### config.mk
export PLATFORM = sky130hd
export DESIGN_NAME = qcsv_out_buf
export DESIGN_NICKNAME = d
export VERILOG_FILES = /design/src/hw/rtl/qcsv_pkg.sv /design/src/hw/rtl/qcsv_out_buf.sv
export SDC_FILE = /design/constraint.sdc
export NUM_CORES = 1
export LEC_CHECK = 0
export BUFFER_PORTS_ARGS = -buffer_cell sky130_fd_sc_hd__buf_2
export CORE_AREA = 2 2 74 55
export DETAILED_ROUTE_END_ITERATION = 6
export DIE_AREA = 0 0 76 57
export PLACE_DENSITY = 0.67
export SYNTH_ARGS = -nofsm -noshare
export SYNTH_HDL_FRONTEND = slang
export SYNTH_SLANG_ARGS = --single-unit
### constraint.sdc
create_clock -name clk -period 2.7 [get_ports clk]
set_clock_uncertainty 0.05 [all_clocks]
set_input_delay 0.405 -clock clk [delete_from_list [all_inputs] [get_ports clk]]
set_output_delay 0.405 -clock clk [all_outputs]
set_load 0.03 [all_outputs]
### src/hw/rtl/qcsv_pkg.sv
// Package for the quoted CSV field splitter.
// Holds the item and result types, character and result codes, and sizing constants.
// No dependencies.
package qcsv_pkg;

  localparam int MAX_FIELDS = 32;
  localparam int CNT_W      = $clog2(MAX_FIELDS + 1);
  localparam int LIMIT_W    = 6;
  localparam int IDX_W      = 5;
  localparam int CMP_W      = (CNT_W > LIMIT_W) ? CNT_W : LIMIT_W;
  localparam int IDX_MAX    = (1 << IDX_W) - 1;

  localparam logic [LIMIT_W-1:0] FIELD_LIMIT_RESET = LIMIT_W'(32);

  localparam logic [7:0] QUOTE_CH = 8'h22;
  localparam logic [7:0] COMMA_CH = 8'h2C;

  localparam logic KIND_CHAR = 1'b0;
  localparam logic KIND_END  = 1'b1;

  localparam logic [1:0] RK_VALUE = 2'd0;
  localparam logic [1:0] RK_END   = 2'd1;
  localparam logic [1:0] RK_ERROR = 2'd2;

  localparam logic [1:0] ERR_TOO_MANY  = 2'd0;
  localparam logic [1:0] ERR_STRAY_QT  = 2'd1;
  localparam logic [1:0] ERR_UNCLOSED  = 2'd2;
  localparam logic [1:0] ERR_JUNK_QT   = 2'd3;

  typedef struct packed {
    logic       kind;
    logic [7:0] char_byte;
  } qcsv_item_t;

  typedef struct packed {
    logic [1:0]       result_kind;
    logic [7:0]       value_byte;
    logic [IDX_W-1:0] field_index;
    logic [1:0]       error_code;
    logic             last;
  } qcsv_result_t;

endpackage

### src/hw/rtl/qcsv_out_buf.sv
// Two-entry output buffer: a result register backed by a skid register.
// Its ready comes from a register, so the receiver's ready never reaches the input side.
// Depends on qcsv_pkg.
module qcsv_out_buf
  import qcsv_pkg::*;
(
  input  logic         clk,
  input  logic         rst_n,
  input  logic         push_valid,
  output logic         push_ready,
  input  qcsv_result_t push_data,
  output logic         pop_valid,
  input  logic         pop_ready,
  output qcsv_result_t pop_data
);

  logic         main_valid_r;
  logic         skid_valid_r;
  qcsv_result_t main_r;
  qcsv_result_t skid_r;
  logic         push;
  logic         main_free;

  assign push_ready = !skid_valid_r;
  assign push       = push_valid && push_ready;
  assign main_free  = !main_valid_r || pop_ready;
  assign pop_valid  = main_valid_r;
  assign pop_data   = main_r;

  always_ff @(posedge clk) begin
    if (!rst_n) begin
      main_valid_r <= 1'b0;
      skid_valid_r <= 1'b0;
    end else if (main_free) begin
      if (skid_valid_r) begin
        main_valid_r <= 1'b1;
        skid_valid_r <= 1'b0;
      end else begin
        main_valid_r <= push;
      end
    end else if (push) begin
      skid_valid_r <= 1'b1;
    end
  end

  always_ff @(posedge clk) begin
    if (main_free) begin
      if (skid_valid_r) begin
        main_r <= skid_r;
      end else if (push) begin
        main_r <= push_data;
      end
    end else if (push) begin
      skid_r <= push_data;
    end
  end

endmodule

==> flow_summary.ini <==
[sta]
fin_tns_setup_ns = 0
worst_slew_margin_rel = 0.466
period_minus_slack_ns = 1.60
setup_viol = 0
worst_slack_ns = 1.10
finalCritPeriodShare = 0.594
hold_viol = 0
rsz0062_at_grt = no
worst_pin_slew_ns = 0.801
maxSlewViolCount = 0
whs_ns = 0.251
fmax_ghz = 0.623

[worst_setup_path]
cp_max_fo = 21
r2r_cells = 2
cp-start-kind = register
cp.arrival_ns = 1.15
cp-end-kind = output pin
crit_required_ns = 2.25
crit_type = reg2out

[synthesis]
ys_seq_area_frac = 0.802
synth.distinct_cells = 11
avgSynthCellArea_um2 = 21.5
syn-cell-area_um2 = 1400
synthesis.nets = 87
synth_top_area_cell = edfxtp_1
yosys_warnings = 0
ys_seq_elements = 38
synth_top_cell_area_share = 0.774
postSynthCellCount = 65
netlist_top_cells_area = edfxtp_1, mux2_2, dfxtp_1

[drt]
dr.first_iter.drc_count = 24
met1Wirelength_um = 1160
maxUsedRoutingLayer = met4
route.met2.wl_um = 924
route.met3.wl_um = 186
routed_wl_um = 2340
viasPerCell = 4.38
ant_nets = 0
vias = 732
drc = 0
first_pass_iters = 4
wl_per_cell_um = 14.0

[die]
start_util = 0.379
die_y_um = 57
rows = 19
placeableCoreArea_um2 = 3680
dieArea_um2 = 4330
die_width_um = 76
ios = 42

[cts]
htreeDepth = 2
clockBufferDepth = 2
cts_made_buffers = 5
clk_transition_reported_paths_ns = 0.07
cts_setup_buffers = 0
root_buffer = clkbuf_8
cts_hold_buf = 0
clock_latency_ns = 0.29
cts_sinks = 38
tritoncts = done
cts-resized-gates = 0

[cells_and_area]
area_growth_pct = 25.8
layout_common_cells = buf_2, edfxtp_1, mux2_2
antenna_cells = 0
drive_gt1_frac = 0.626
final_nets = 136
final_common_cell = buf_2
final_cell_count_no_fill = 167

[global_route]
grt_start_max_net_pins = 22
antenna_found_initial = 0
grt_pass1_vias = 743
grt_first_pass_wirelength_um = 3780
grtUsageTotal = 0.121
grt_overflow = 0

[power_and_ir_drop]
p_leak_nw = 0.652
power_density_nw_per_um2 = 666
ir_worst_vdd_mv = 0.279

[min_path]
whs_path_depth = 1
hold_class = in2reg

[flow_run]
max_cap_violations = 0

[run_status]
status = complete, no violations

[placement]
gp_congestion = 0.681
portBuffers = 41
place_ws_ns = 0.855
place_hpwl_um = 1570
dp_cells = 159
==> worst max-delay path, cell delays in order, from the launching register on <==
cell	delay (ns)
dfxtp_1	0.33
buf_4	0.29
inv_1	0.06
buf_2	0.18
==> final cells by class <==
class	count	area (um^2)
repair buffers	44	228
well taps	52	65.1
flip-flops and latches	38	1120
multi-input cells	24	255
clock inverters	3	16.3
clock buffers	5	68.8
fillers	332	1930
inverters	1	3.75
==> through the flow <==
step / power (mW) / cell area (um^2) / util
finish: 1.17 / 1760 / 0.477
global route: 1.22 / 1760 / 0.477
global placement: 0.810 / 1670 / 0.454
detailed placement: 0.811 / 1670 / 0.454
CTS: 1.19 / 1760 / 0.477
floorplan: 0.768 / 1400 / -
==> synthesized netlist by cell type <==
master	instances
nand2b_1	1
a21boi_1	1
mux2_2	18
nor2_2	1
nor3b_2	1
buf_6	2
nor3b_1	1
inv_1	1
o21a_1	1
edfxtp_1	36
dfxtp_1	2
==> metal layers <==
layer  vias up  GRT usage
li1        352          -
met1       337      0.169
met2        35      0.159
met3         8     0.0475
met4         0     0.0779
met5         -          0
==> logic make-up after synthesis <==
logic type | after synthesis | synth area share
AO/OA/AOI/OAI | 2 | 0.0107
buffers and inverters | 3 | 0.0188
flip-flops | 38 | 0.802
multiplexers | 18 | 0.145
AND/OR/NAND/NOR | 4 | 0.0233
==> state kept, by name, summed over array words and instances (netlist names) <==
signal and cells:
skid_valid_r 1, pop_valid 1, skid_r 18, pop_data 18
==> final timing paths <==
| check | to | startpoint | slack, ns |
|---|---|---|---|
| worst max-delay path | push_ready | skid_valid_r | 1.10 |
| worst min-delay path | skid_r[4] | push_data[4] | 0.25 |
| worst max register to register | pop_data[9] | pop_valid | 1.11 |
| worst min register to register | pop_data[0] | skid_r[0] | 0.50 |
==> report_power, final <==
part | internal (mW) | switching, mW | leakage (nW)
sequential | 0.676 | 0.00627 | 0.355
clock | 0.177 | 0.197 | 0.0416
combinational | 0.0411 | 0.0731 | 0.256
Note: power is estimated with default switching activity, not from simulation.
