`config.mk`:
```
export PLATFORM = sky130hd
export DESIGN_NAME = qcsv_parser
export DESIGN_NICKNAME = d
export VERILOG_FILES = /design/src/hw/rtl/qcsv_pkg.sv /design/src/hw/rtl/qcsv_parser.sv
export SDC_FILE = /design/constraint.sdc
export NUM_CORES = 1
export LEC_CHECK = 0
export ABC_AREA = 1
export BUFFER_PORTS_ARGS = -buffer_cell sky130_fd_sc_hd__buf_2
export CORE_MARGIN = 3
export CORE_UTILIZATION = 52
export DETAILED_ROUTE_END_ITERATION = 10
export PLACE_DENSITY_LB_ADDON = 0.15
export SKIP_LAST_GASP = 1
export SYNTH_ARGS = -nofsm -noshare
export SYNTH_HDL_FRONTEND = slang
export SYNTH_SLANG_ARGS = --single-unit
```
`constraint.sdc`:
```
create_clock -name clk -period 2.9 [get_ports clk]
set_input_delay 0.58 -clock clk [delete_from_list [all_inputs] [get_ports clk]]
set_output_delay 0.58 -clock clk [all_outputs]
set_load 0.1 [all_outputs]
```
`src/hw/rtl/qcsv_pkg.sv`:
```
// Package for the quoted CSV field splitter.
// Holds the item and result types, character and result codes, and sizing constants.
// No dependencies.
package qcsv_pkg;

  localparam int MAX_FIELDS = 32;
  localparam int CNT_W      = $clog2(MAX_FIELDS + 1);
  localparam int LIMIT_W    = 6;
  localparam int IDX_W      = 5;
  localparam int CMP_W      = (CNT_W > LIMIT_W) ? CNT_W : LIMIT_W;
  localparam int IDX_MAX    = (1 << IDX_W) - 1;

  localparam logic [LIMIT_W-1:0] FIELD_LIMIT_RESET = LIMIT_W'(32);

  localparam logic [7:0] QUOTE_CH = 8'h22;
  localparam logic [7:0] COMMA_CH = 8'h2C;

  localparam logic KIND_CHAR = 1'b0;
  localparam logic KIND_END  = 1'b1;

  localparam logic [1:0] RK_VALUE = 2'd0;
  localparam logic [1:0] RK_END   = 2'd1;
  localparam logic [1:0] RK_ERROR = 2'd2;

  localparam logic [1:0] ERR_TOO_MANY  = 2'd0;
  localparam logic [1:0] ERR_STRAY_QT  = 2'd1;
  localparam logic [1:0] ERR_UNCLOSED  = 2'd2;
  localparam logic [1:0] ERR_JUNK_QT   = 2'd3;

  typedef struct packed {
    logic       kind;
    logic [7:0] char_byte;
  } qcsv_item_t;

  typedef struct packed {
    logic [1:0]       result_kind;
    logic [7:0]       value_byte;
    logic [IDX_W-1:0] field_index;
    logic [1:0]       error_code;
    logic             last;
  } qcsv_result_t;

endpackage

```
`src/hw/rtl/qcsv_parser.sv`:
```
// Input register, field limit register and record parsing state machine.
// Produces at most one result per transfer toward the output buffer.
// Depends on qcsv_pkg.
module qcsv_parser
  import qcsv_pkg::*;
(
  input  logic               clk,
  input  logic               rst_n,
  input  logic               cfg_we,
  input  logic [LIMIT_W-1:0] cfg_wdata,
  input  logic               in_valid,
  output logic               in_ready,
  input  qcsv_item_t         in_item,
  input  logic               res_ready,
  output logic               res_valid,
  output qcsv_result_t       res
);

  typedef enum logic [2:0] {
    PH_START,
    PH_PLAIN,
    PH_QUOTED,
    PH_QSEEN,
    PH_SWALLOW
  } phase_t;

  phase_t             phase_r, phase_nxt;
  logic [CNT_W-1:0]   cnt_r, cnt_nxt;
  logic [LIMIT_W-1:0] field_limit_r;
  logic               s1_valid_r;
  qcsv_item_t         s1_item_r;
  logic               s1_go;

  logic               at_end;
  logic               is_quote;
  logic               is_comma;
  logic [CMP_W-1:0]   limit;
  logic               at_limit;
  logic               do_fail;
  logic [1:0]         fail_code;
  logic               do_end;
  logic               do_value;
  logic [7:0]         value;
  logic               do_restart;

  assign s1_go    = s1_valid_r && res_ready;
  assign in_ready = !s1_valid_r || s1_go;

  assign at_end   = (s1_item_r.kind == KIND_END);
  assign is_quote = (s1_item_r.char_byte == QUOTE_CH);
  assign is_comma = (s1_item_r.char_byte == COMMA_CH);
  assign limit    = (CMP_W'(field_limit_r) > CMP_W'(MAX_FIELDS)) ?
                    CMP_W'(MAX_FIELDS) : CMP_W'(field_limit_r);
  assign at_limit = (CMP_W'(cnt_r) >= limit);

  always_comb begin
    do_fail    = 1'b0;
    fail_code  = ERR_TOO_MANY;
    do_end     = 1'b0;
    do_value   = 1'b0;
    value      = s1_item_r.char_byte;
    do_restart = 1'b0;
    phase_nxt  = phase_r;
    unique case (phase_r)
      PH_START: begin
        if (at_limit) begin
          do_fail = 1'b1;
        end else if (at_end || is_comma) begin
          do_end = 1'b1;
        end else if (is_quote) begin
          phase_nxt = PH_QUOTED;
        end else begin
          do_value  = 1'b1;
          phase_nxt = PH_PLAIN;
        end
      end
      PH_PLAIN: begin
        if (at_end || is_comma) begin
          do_end = 1'b1;
        end else if (is_quote) begin
          do_fail   = 1'b1;
          fail_code = ERR_STRAY_QT;
        end else begin
          do_value = 1'b1;
        end
      end
      PH_QUOTED: begin
        if (at_end) begin
          do_fail   = 1'b1;
          fail_code = ERR_UNCLOSED;
        end else if (is_quote) begin
          phase_nxt = PH_QSEEN;
        end else begin
          do_value = 1'b1;
        end
      end
      PH_QSEEN: begin
        if (at_end || is_comma) begin
          do_end = 1'b1;
        end else if (is_quote) begin
          do_value  = 1'b1;
          value     = QUOTE_CH;
          phase_nxt = PH_QUOTED;
        end else begin
          do_fail   = 1'b1;
          fail_code = ERR_JUNK_QT;
        end
      end
      default: begin
        do_restart = at_end;
      end
    endcase

    cnt_nxt = cnt_r;
    if (do_fail) begin
      phase_nxt  = PH_SWALLOW;
      do_restart = at_end;
    end
    if (do_end) begin
      phase_nxt = PH_START;
      if (at_end) begin
        do_restart = 1'b1;
      end else if (CMP_W'(cnt_r) < CMP_W'(MAX_FIELDS)) begin
        cnt_nxt = cnt_r + CNT_W'(1);
      end
    end
    if (do_restart) begin
      phase_nxt = PH_START;
      cnt_nxt   = '0;
    end
  end

  always_comb begin
    res.result_kind = do_fail ? RK_ERROR : (do_end ? RK_END : RK_VALUE);
    res.value_byte  = do_value ? value : 8'h00;
    res.field_index = (CMP_W'(cnt_r) > CMP_W'(IDX_MAX)) ? IDX_W'(IDX_MAX) : IDX_W'(cnt_r);
    res.error_code  = do_fail ? fail_code : ERR_TOO_MANY;
    res.last        = do_fail || (do_end && at_end);
  end

  assign res_valid = s1_go && (do_fail || do_end || do_value);

  always_ff @(posedge clk) begin
    if (!rst_n) begin
      s1_valid_r    <= 1'b0;
      phase_r       <= PH_START;
      cnt_r         <= '0;
      field_limit_r <= FIELD_LIMIT_RESET;
    end else begin
      if (in_ready) begin
        s1_valid_r <= in_valid;
      end
      if (s1_go) begin
        phase_r <= phase_nxt;
        cnt_r   <= cnt_nxt;
      end
      if (cfg_we) begin
        field_limit_r <= cfg_wdata;
      end
    end
  end

  always_ff @(posedge clk) begin
    if (in_valid && in_ready) begin
      s1_item_r <= in_item;
    end
  end

endmodule

```
==> key figures, run 1 <==
Outcome
  – Failing checks: setup timing
  – Status: finished, violations left

Yosys
  – Cell count after synthesis: approximately 210
  – Synth area leaders: dfxtp_1, edfxtp_1, nand2_1, nor2_1, inv_1
  – Syn avg cell area: approximately 7.4 um2
  – Share of the synthesized area in the top cell type: 0.203
  – Post-synthesis register bit count: 25
  – Mapped Nets: approximately 240
  – Netlist Area Pre-Place: about 1600 um2
  – Yosys cell types: 31
  – Synth warn: 0
  – Seq/Total Area, Yosys: 0.374
  – Biggest area consumer among synthesized cells: dfxtp_1

Hold path
  – Worst hold path class: input pin to flip-flop

Power and ir drop
  – Pint: between 500 and 600 uW
  – Pleak: 0.00103 uW
  – Clock network power share: 0.158
  – Power share of the combinational group: 0.448
  – PD cells: ~470 nW/um2
  – Psw: approximately 420 uW
  – Switching Fraction: 0.416
  – Seq pwr share: 0.395
  – Peak supply drop: 0.000370 V

Cells and area
  – Share of cells above drive strength 1: 0.385
  – Ant diodes: 0
  – Commonest non-fill, non-tap cell in the layout: nand2_1
  – Area growth syn-to-layout: 37.8%
  – Post-route core utilization: 0.769
  – Most frequent cells in the layout: nand2_1, nor2_1, buf_2, inv_1, dfxtp_1
  – Layout Nets: roughly 290
  – Final Non-Filler Cells: 291

Placement
  – DP HPWL: between 2000 and 3000 um
  – Gpl congestion: ~0.82
  – Inst Count DP: approximately 280
  – Buffers on Ports: 39

Detailed routing
  – # DRC: 0
  – ANT nets after route: 0
  – Starting DRT DRC Count: 60
  – Drt first pass iters: 5
  – Number of vias per cell: ~5.3
  – Avg WL per Cell: 12.7 um
  – WL final: about 3700 um
  – Total vias in the final route: about 1500

Global route
  – Number of global-route vias before repair: around 1400
  – GR Util All Layers: 0.211
  – Grt ovf: 0
  – Pin count of the biggest net entering global routing: 16
  – Initial antenna violation count: 0
  – First-pass GRT wire length: roughly 5900 um

Setup path
  – R2R Setup Slk: 0.49 ns
  – CP most frequent cell: nand2_1
  – Critical Path RT: 2.32 ns
  – Critical-path top delay cell: dfxtp_2
  – Crit-path cells: nor3_2 > nand2_1 > nand2_2 > nand2_1 > ha_1 > nand2_1 > nand2_1 > a21oi_2 > nand3_2 > o21ai_2 > a211oi_4 > buf_6 > a21oi_4 > buf_12
  – WP data arrival: 2.51 ns
  – CP Class: flip-flop to output port
  – Top delay family on crit path: simple AND/OR/NAND/NOR gates
  – Worst setup SP type: flip-flop
  – Worst Path Max Fanout: 5
  – CP bufs+invs: 2
  – CP Capture Type: output port
  – Worst path max stage delay: 0.36 ns

Floorplanning
  – Initial Utilization: 0.558
  – Core Area: between 2000 and 3000 um2
  – Boundary pin count: 40
  – Die area: ~3700 um2
  – Die Span X: between 60 and 70 um
  – # rows: 19
  – DIE HEIGHT: 61.1 um

Timing
  – Worst Tran Pin Value: 0.835 ns
  – Max Freq: between 300 and 400 MHz
  – Min cycle time layout: between 3 and 4 ns
  – Clock skew: between 0.006 and 0.007 ns
  – Tcrit/Tclk final: 1.07
  – Setup ws final: -0.190 ns
  – Slew Limit Fails: 0
  – Final setup fails: 11
  – Hold Violations, Final: 0
  – Slew headroom: 0.443
  – RSZ-0062 raised after global routing: true

CTS
  – Clk Latency, worst-skew pair: between 0.3 and 0.4 ns
  – Hold buffers post-CTS: 0
  – CTS Buf Count: 3
  – CTS tree: done
  – Clock-pin slew on the worst setup and hold paths: 0.14 ns
  – Root buffer cell: clkbuf_4
  – H-Tree Depth: 1
  – Clk buf depth: 2
  – Clk sink count: 25

Job
  – Max-cap viol count: 0
## registers in the layout, indices dropped and copies added, names as in the netlist
name           cells
at_end             1
field_limit_r      6
s1_valid_r         1
phase_r            3
s1_item_r          8
cnt_r              6
## cell families (layout without fill, tap and decap cells)
family          count (synthesis)  after routing  share of synthesized area
compound gates                 26             26                      0.105
flops                          25             25                      0.374
fa+ha+maj                       7              7                     0.0555
simple gates                  118            118                      0.366
xor+xnor                        3              3                     0.0167
buf+inv                        33             81                     0.0825
## power by group through the flow
stage	logic, uW	clock network, uW	registers, uW
3_3_place_gp	421	0	408
4_1_cts	463	168	401
5_1_grt	480	181	405
3_5_place_dp	425	0	408
6_report	456	161	402
2_1_floorplan	302	0	403
## through the flow
step | setup TNS (ns) | power, uW | setup slack [ns] | area (um2) | hold WS (ns)
final | -1.50 | 1020 | -0.190 | 2170 | 0.414
after global routing | -2.95 | 1060 | -0.328 | 2170 | 0.393
after CTS | -1.59 | 1030 | -0.201 | 2180 | 0.405
after detailed placement | 0 | 833 | 0.115 | 2070 | 0.496
after global placement | 0 | 828 | 0.181 | 2070 | 0.488
after floorplan | -1.64 | 704 | -0.326 | 1660 | 0.482
## path summary, 6_finish.rpt
check                 end  depth (start not counted)             start
max             res_valid                         14  field_limit_r[4]
min          s1_item_r[7]                          1        in_item[7]
max reg2reg      cnt_r[2]                         17  field_limit_r[4]
min reg2reg    s1_valid_r                          2        s1_valid_r
## routing by layer
| layer | vias up | track usage | part of all wire |
|---|---|---|---|
| li1 | 769 | - | - |
| met1 | 694 | 0.266 | 0.41 |
| met2 | 65 | 0.360 | 0.52 |
| met3 | 13 | 0.0273 | 0.049 |
| met4 | 0 | 0.0898 | 0.025 |
| met5 | - | 0 | 0 |
## repair_timing
action / in CTS / in global routing
gates cloned: 1 / 0
setup endpoints to repair: 11 / 12
buffers inserted: 6 / 1
resized for setup: 7 / 9
pin swaps: 8 / 13
hold endpoints to repair: 0 / 0
## Yosys cell counts
cell type,n
nand2_1,42
nor2_1,38
inv_1,24
dfxtp_1,16
a21oi_1,13
nand3_1,11
edfxtp_1,9
o21ai_0,9
ha_1,7
inv_2,6
nand2_2,5
or2_2,4
nand4_1,3
nor2_2,3
xor2_1,3
buf_2,2
nor2_4,2
nor3_2,2
a211oi_4,1
a21boi_0,1
a21boi_4,1
a21oi_2,1
buf_4,1
nand2_4,1
nand3_2,1
nand3_4,1
nand3b_1,1
nand4_4,1
nor3_1,1
nor3b_1,1
or2_1,1
## final cells by class
| cell class | instances | area (um2) |
|---|---|---|
| repair buffers | 47 | 443 |
| well taps | 31 | 38.8 |
| clock inverters | 1 | 7.51 |
| inverters | 30 | 113 |
| multi-input cells | 154 | 957 |
| clock buffers | 3 | 22.5 |
| fillers | 202 | 654 |
| flip-flops and latches | 25 | 593 |
Note: power is estimated with default switching activity, not from simulation.
==> inputs of run 2 (changes only) <==
--- a/config.mk
+++ b/config.mk
@@ -6,10 +6,11 @@
 export NUM_CORES = 1
 export LEC_CHECK = 0
 export ABC_AREA = 1
-export BUFFER_PORTS_ARGS = -buffer_cell sky130_fd_sc_hd__buf_2
+export BUFFER_PORTS_ARGS = -buffer_cell sky130_fd_sc_hd__buf_4
 export CORE_MARGIN = 3
 export CORE_UTILIZATION = 52
 export DETAILED_ROUTE_END_ITERATION = 10
+export MAX_ROUTING_LAYER = met4
 export PLACE_DENSITY_LB_ADDON = 0.15
 export SKIP_LAST_GASP = 1
 export SYNTH_ARGS = -nofsm -noshare
==> run 2 against run 1 <==
  * The run still ends with setup timing left
  * Via count is 1.4% lower
  * Clock power down 3%
  * Worst setup slack improved by 0.037 ns
  * Sequential share of layout area shrank 0.64 points
  * Clock-buffer cell count is the same
  * Fmax up 1.2%
  * Clock skew is essentially flat
  * Critical endpoint is now res[9]
  * Largest cell class unchanged
  * Largest power group unchanged
==> key figures, run 2 (same netlist as run 1, synthesis figures left out) <==
Hold path
  – Worst hold path class: input pin to flip-flop
  – Hold Crit Start: in_item[5]

Outcome
  – Failing checks: setup timing
  – Status: finished, violations left

Power and ir drop
  – Peak supply drop: ~0.00026 V
  – Overall Power: just over 1000 uW
  – Pleak: 0.00104 uW
  – PD cells: 454 nW/um2

Cells and area
  – Layout Nets: approximately 290
  – Biggest regs: s1_item_r x8, cnt_r x6, field_limit_r x6
  – Post-route design area: 2230 um2
  – Reg with most FFs: s1_item_r
  – Commonest non-fill, non-tap cell in the layout: nand2_1
  – Most frequent cells in the layout: nand2_1, buf_4, nor2_1, inv_1, dfxtp_1
  – Final Non-Filler Cells: 290
  – Area growth syn-to-layout: 41.2%
  – Largest register FFs: 8
  – Share of cells above drive strength 1: 0.378
  – Ant diodes: 0

Floorplanning
  – Boundary pin count: 40
  – Initial Utilization: 0.558
  – Die Span X: a little over 60 um
  – Die area: 3730 um2
  – DIE HEIGHT: between 60 and 70 um
  – # rows: 19
  – Core Area: ~2800 um2

CTS
  – CTS Buf Count: 3
  – H-Tree Depth: 1
  – Clk Latency, worst-skew pair: around 0.31 ns
  – CTS tree: done
  – Root buffer cell: clkbuf_4
  – Clk sink count: 25
  – Hold buffers post-CTS: 0
  – Clk buf depth: 2
  – Clock-pin slew on the worst setup and hold paths: between 0.1 and 0.15 ns

Timing
  – Setup TNS Final: -1.27 ns
  – Slew Limit Fails: 0
  – Min cycle time layout: 3.05 ns
  – RSZ-0062 raised after global routing: true
  – Clock skew: 0.00632 ns
  – Slew headroom: 0.441
  – Worst Tran Pin Value: about 0.84 ns
  – Setup ws final: -0.153 ns
  – Max Freq: 328 MHz
  – Tcrit/Tclk final: 1.05
  – Final setup fails: 10
  – Hold Violations, Final: 0

Placement
  – Placement Setup Slack: 0.0777 ns
  – Inst Count DP: about 280
  – Gpl congestion: 0.810
  – Dpl cell area: between 2000 and 2500 um2
  – DP HPWL: between 2000 and 3000 um
  – Buffers on Ports: 39

Setup path
  – Crit-path cells: nor3_2 > nand2_1 > nand2_2 > nand2_2 > ha_4 > nand2_1 > nor2_1 > nand2_1 > nand3_2 > o21ai_2 > a211oi_4 > buf_8 > nor2_4 > buf_12
  – CP bufs+invs: 2
  – Worst setup SP type: flip-flop
  – Launch point of the worst reg-to-reg path: field_limit_r[2]
  – Critical-path top delay cell: dfxtp_2
  – Top delay family on crit path: simple AND/OR/NAND/NOR gates
  – CP Class: flip-flop to output port
  – Worst Path Max Fanout: 8
  – CP Capture Type: output port
  – Worst path max stage delay: 0.35 ns
  – Crit. Startpoint: field_limit_r[2]
  – WP data arrival: ~2.5 ns
  – Critical Path RT: around 2.3 ns
  – CP most frequent cell: nand2_1

Detailed routing
  – Number of vias per cell: between 5 and 6
  – Drt first pass iters: 4
  – Starting DRT DRC Count: 71
  – # DRC: 0
  – ANT nets after route: 0
  – WL final: roughly 3700 um
  – Total vias in the final route: between 1500 and 2000
  – Avg WL per Cell: roughly 13 um

Global route
  – First-pass GRT wire length: 6230 um
  – Grt ovf: 0
  – Pin count of the biggest net entering global routing: 16
  – Number of global-route vias before repair: ~1500
  – GR Util All Layers: 0.228
  – Initial antenna violation count: 0

Job
  – Max-cap viol count: 0
-- run 2: layout make-up --
class	instances	area [um2]
clock buffers	3	22.5
clock inverters	1	7.51
fillers	194	602
inverters	30	113
multi-input cells	154	963
flip-flops and latches	25	593
well taps	31	38.8
repair buffers	46	489
-- run 2: layer usage --
layer	part of all wire	vias to the layer above	wire length [um]	GRT usage
li1	-	771	-	-
met5	0	-	0	-
met1	0.39	695	1450	0.236
met3	0.035	12	130	0.0252
met4	0.031	0	116	0.0836
met2	0.55	41	2040	0.437
-- run 2: worst reg2reg max path, stage by stage, from the launching register on --
cell and delay, ns:
dfxtp_2 0.35, nor3_2 0.15, nand2_1 0.09, a21boi_1 0.14, ha_1 0.24, inv_1 0.05
nand2_1 0.04, nand2_1 0.05, nand2_1 0.05, nand2_1 0.09, nand3_2 0.10, buf_4 0.16
a21boi_4 0.19, buf_4 0.16, nand3_4 0.10, nand2_4 0.11, nand3_1 0.07, nand2_1 0.07
nor2_1 0.04
-- run 2: report_power, final --
part | total (uW) | internal, uW | switching (uW) | leakage [uW]
registers | 400 | 384 | 16.5 | 0.000219
clock network | 156 | 52.5 | 103 | 0.0000139
logic | 455 | 158 | 297 | 0.000806
-- run 2: path summary, 6_finish.rpt --
path	cells after the start	slack, ns	end
setup / recovery	14	-0.15	res[9]
hold / removal	1	0.43	s1_item_r[5]
setup reg to reg	18	0.59	cnt_r[2]
hold reg to reg	2	0.52	s1_valid_r
-- run 2: through the flow --
stage	hold WS [ns]	utilization
after floorplan	0.482	-
after global placement	0.494	0.712
after detailed placement	0.504	0.712
after CTS	0.428	0.778
after global routing	0.408	0.787
final	0.431	0.787
-- run 2: timing repair --
action                                  4_1_cts  5_1_grt
endpoints found under the setup margin       11       12
buffers inserted                              2        0
cloned                                        0        0
pin swaps                                     3        2
gates resized for setup                      36        7
